**src/hw/rtl/dmc_ram.sv**
```systemverilog
// Generic simple dual-port RAM with one write port and a registered read port.
module dmc_ram #(
	parameter int WIDTH = 4,
	parameter int DEPTH = 16
) (
	input  logic                     clk,
	input  logic                     we,
	input  logic [$clog2(DEPTH)-1:0] waddr,
	input  logic [WIDTH-1:0]         wdata,
	input  logic [$clog2(DEPTH)-1:0] raddr,
	output logic [WIDTH-1:0]         rdata
);

	logic [WIDTH-1:0] mem [DEPTH];

	always_ff @(posedge clk) begin
		if (we) begin
			mem[waddr] <= wdata;
		end
		rdata <= mem[raddr];
	end

endmodule

```
**config.mk**
```make
export PLATFORM = sky130hd
export DESIGN_NAME = dmc_ram
export DESIGN_NICKNAME = d
export VERILOG_FILES = /design/src/hw/rtl/dmc_ram.sv
export SDC_FILE = /design/constraint.sdc
export NUM_CORES = 1
export LEC_CHECK = 0
export ABC_AREA = 1
export BUFFER_PORTS_ARGS = -buffer_cell sky130_fd_sc_hd__clkbuf_2
export CAP_MARGIN = 25
export CORE_MARGIN = 1.5
export CORE_UTILIZATION = 67
export CTS_BUF_LIST = sky130_fd_sc_hd__clkbuf_8
export CTS_CLUSTER_SIZE = 14
export DETAILED_ROUTE_END_ITERATION = 6
export MAX_ROUTING_LAYER = met4
export PLACE_DENSITY = 0.86
export REMOVE_ABC_BUFFERS = 1
export SYNTH_ARGS = -nofsm -noshare
export SYNTH_HDL_FRONTEND = slang
export SYNTH_SLANG_ARGS = --single-unit
export TNS_END_PERCENT = 50
```
**constraint.sdc**
```tcl
create_clock -name clk -period 2.6 [get_ports clk]
set_input_delay 0.52 -clock clk [delete_from_list [all_inputs] [get_ports clk]]
set_output_delay 0.52 -clock clk [all_outputs]
set_load 0.03 [all_outputs]
```
Word level (Yosys, flattened, before mapping) --
Memories as Yosys holds them, arrays and structs flattened. A register that Yosys moved wholly into a read port is not among the register bits. Index checks and enable logic that the tools add are counted.
Storage, ports and cells: memories 1, memory bits (writable) 64, register bits 0, input bits 14
Memories:
- mem | depth 16, width 4, rd ports 1, clocked after memory_dff 1, wr ports 1, RTL line 14 | logic [WIDTH-1:0] mem [DEPTH];
Cells by class: multiplexer cells 2
Operator list (number):
- 2-to-1 mux 1 bit | 2

Depth between registers and ports, before layout --
depth after elaboration 2, depth in mapped cells 9, gate-level depth less buffers 7

Worst setup path before layout --
Ideal clock, no wire load.
kind input to register, from in waddr[2], to mem mem[10][0], enable pin, arrival 0.935 ns, cell stages on the path 2, library setup time 0.329 ns, setup slack 1.336 ns, cell sequence nand3b_1 -> nor2_1
RTL lines:
- start, declared | RTL line 8 | input logic [$clog2(DEPTH)-1:0] waddr,
- end, declared | RTL line 14
No word-level cell before the write port.

Worst setup path after layout --
from reg rdata[3], read port of mem, to out rdata[3]
RTL lines:
- start, declared | RTL line 11 | output logic [WIDTH-1:0] rdata
No word-level cell between the ends.

==> metrics.cfg <==
[cts]
clk_path_buf_depth=2
ctsHoldBuffers=0
htreeDepth=3
clkTransAtPathRegs_ns=0.07
cts.sinks=68
cts_buffers=9
post_cts_buffers=0
cts_tree=built
ctsResizeCount=0
ctsRootBufferMaster=clkbuf_8
clkLatencyLatePin_ns=0.33

[timing]
rsz0062_at_grt=false
finalSetupViolations=0
post-route-min-period_ns=1.411
setup_tns_ns=0
max_freq_ghz=0.7085
post-route-period-util_pct=54.28
slew_headroom_pct=72.48
slew_viol_final=0
skew_ns=0.004753
hold_violations=0
worst-slew-pin-transition_ns=0.4112

[cells_and_area]
nets=322
final_util_pct=74.07
antennaDiodeCount=0
drive_gt1_share_pct=9.904
stdcell_area_mm2=0.003181
area_growth_pct=7.212

[global_route]
grt_usage_pct=27.35
overflow=0
grt_max_degree=33
grt_pass1_wl_mm=9.466
antenna_found_initial=0
first_global_vias=1948

[die]
die-height_um=69.54
ios=18
die_w_um=69.54
fp.dieArea_mm2=0.004836
rows=24
design.core.area_mm2=0.004294
start_util_pct=69.09

[critical_path]
cp_num_buf_inv=1
cp_top_family=flip-flops
worstSetupPathType=register to primary output
critPathSlowestCell=dfxtp_1
max_stage_delay_ns=0.34
path_max_fanout=1
worstPathArrival_ns=0.89
cp-start-kind=register
crit_chain=clkbuf_2
crit_required_ns=2.08
end_kind=primary output

[power_and_ir_drop]
power_frac_comb_pct=7.7
p_sw_w=0.0004740
ir_drop_mv=0.5589
switching_share_pct=22.93
power.density_mw_per_mm2=649.9
seqPwrFrac_pct=59.7
power.internal_w=0.001593
pwr-share-clk_pct=32.7
p_leak_nw=1.413

[synth]
synth_top_area_share_pct=64.78
synthArstFlopShare_pct=0
synth_common_cells=nand2_1 (89), edfxtp_1 (64), inv_1 (52)
synth.area.top_cells=edfxtp_1 (65%), nand2_1 (11%), nand3_1 (8.3%)
synth.distinct_cells=12
yosysSeqAreaShare_pct=67.48
synth_seq_cells=68
post-synth-top-count-cell=nand2_1
netlist_area_mm2=0.002967
synth-edff-count=64
netlist.top_cell.by_area=edfxtp_1
ys_dominant_reg_cell=edfxtp_1
syn_area_per_cell_um2=10.23
syn-instance-count=290
yosys_warnings=0

[hold_path]
hold_class=primary input to register

[drt]
avgRoutedWirePerCell_um=15.73
num_vias=2027
route.detailed.drc=0
drt-total-wl_mm=5.741
dr.pass1.iters=7
via_per_inst=5.553
initialDrtViolationCount=293
postRouteAntennaNets=0

[placed_design]
io_buffers=17
placed_cell_area_mm2=0.003028
gp_congestion=0.9411
dp_hpwl_mm=3.826

[run_status]
status=complete, no violations

[job]
drv_cap=0

routing by layer:
layer	routed length [um]	share of wire (%)	GRT usage, %
met3	460	8.0	6.686
met1	2415	42	36.75
met2	2734	48	38.89
met4	131	2.3	15.03
met5	0	0	-
through the flow:
stage	instances	worst slack (ns)	hold slack (ns)	total power, W
floorplan	279	1.336	0.6067	0.001340
finish	365	1.189	0.5059	0.002067
global placement	349	1.025	0.6555	0.001409
CTS	365	1.193	0.4970	0.002066
global route	365	1.171	0.5164	0.002141
detailed placement	349	0.9870	0.6687	0.001413
power by group through the flow:
stage / combinational [W] / clock [W] / sequential [W]
after floorplan: 0.0000712 / 0 / 0.00127
after detailed placement: 0.000156 / 0 / 0.00126
after global routing: 0.000178 / 0.000729 / 0.00123
final: 0.000159 / 0.000675 / 0.00123
after CTS: 0.000158 / 0.000675 / 0.00123
after global placement: 0.000153 / 0 / 0.00126
registers in the layout (all words and copies together) (netlist names):
name,flops
mem,64
rdata,4
cell type report:
cell class              instances  area [um^2]
well taps                      52        65.06
multi-input cells             157        658.1
clock inverters                 7        28.78
inverters                      54        210.2
fillers                       310         1114
flip-flops and latches         68         2002
clock buffers                   9        123.9
repair buffers                 18        92.59
final timing paths:
check / startpoint / end / slack, ns / cells after the start
min reg2reg: mem[10][1]$_DFFE_PP_ / rdata[1]$_DFF_P_ / 0.69 / 6
min: raddr[3] / rdata[1]$_DFF_P_ / 0.51 / 3
max: rdata[3]$_DFF_P_ / rdata[3] / 1.19 / 1
max reg2reg: mem[5][0]$_DFFE_PP_ / rdata[0]$_DFF_P_ / 1.66 / 6
logic make-up after synthesis:
kind of cell | after synthesis | share of synthesized area, %
simple gates | 157 | 22.18
buf+inv | 65 | 10.33
flops | 68 | 67.48
cells in the final DEF (no fill, tap or decap):
| master | count |
|---|---|
| clkinv_1 | 1 |
| inv_1 | 56 |
| inv_6 | 1 |
| clkbuf_8 | 9 |
| clkbuf_2 | 17 |
| edfxtp_1 | 64 |
| clkinv_2 | 2 |
| inv_4 | 1 |
| nand3_1 | 49 |
| dfxtp_1 | 4 |
| nand2_1 | 89 |
| nor2_1 | 17 |
| nand3b_1 | 2 |
| buf_4 | 1 |
(Power assumes the default switching activity.)
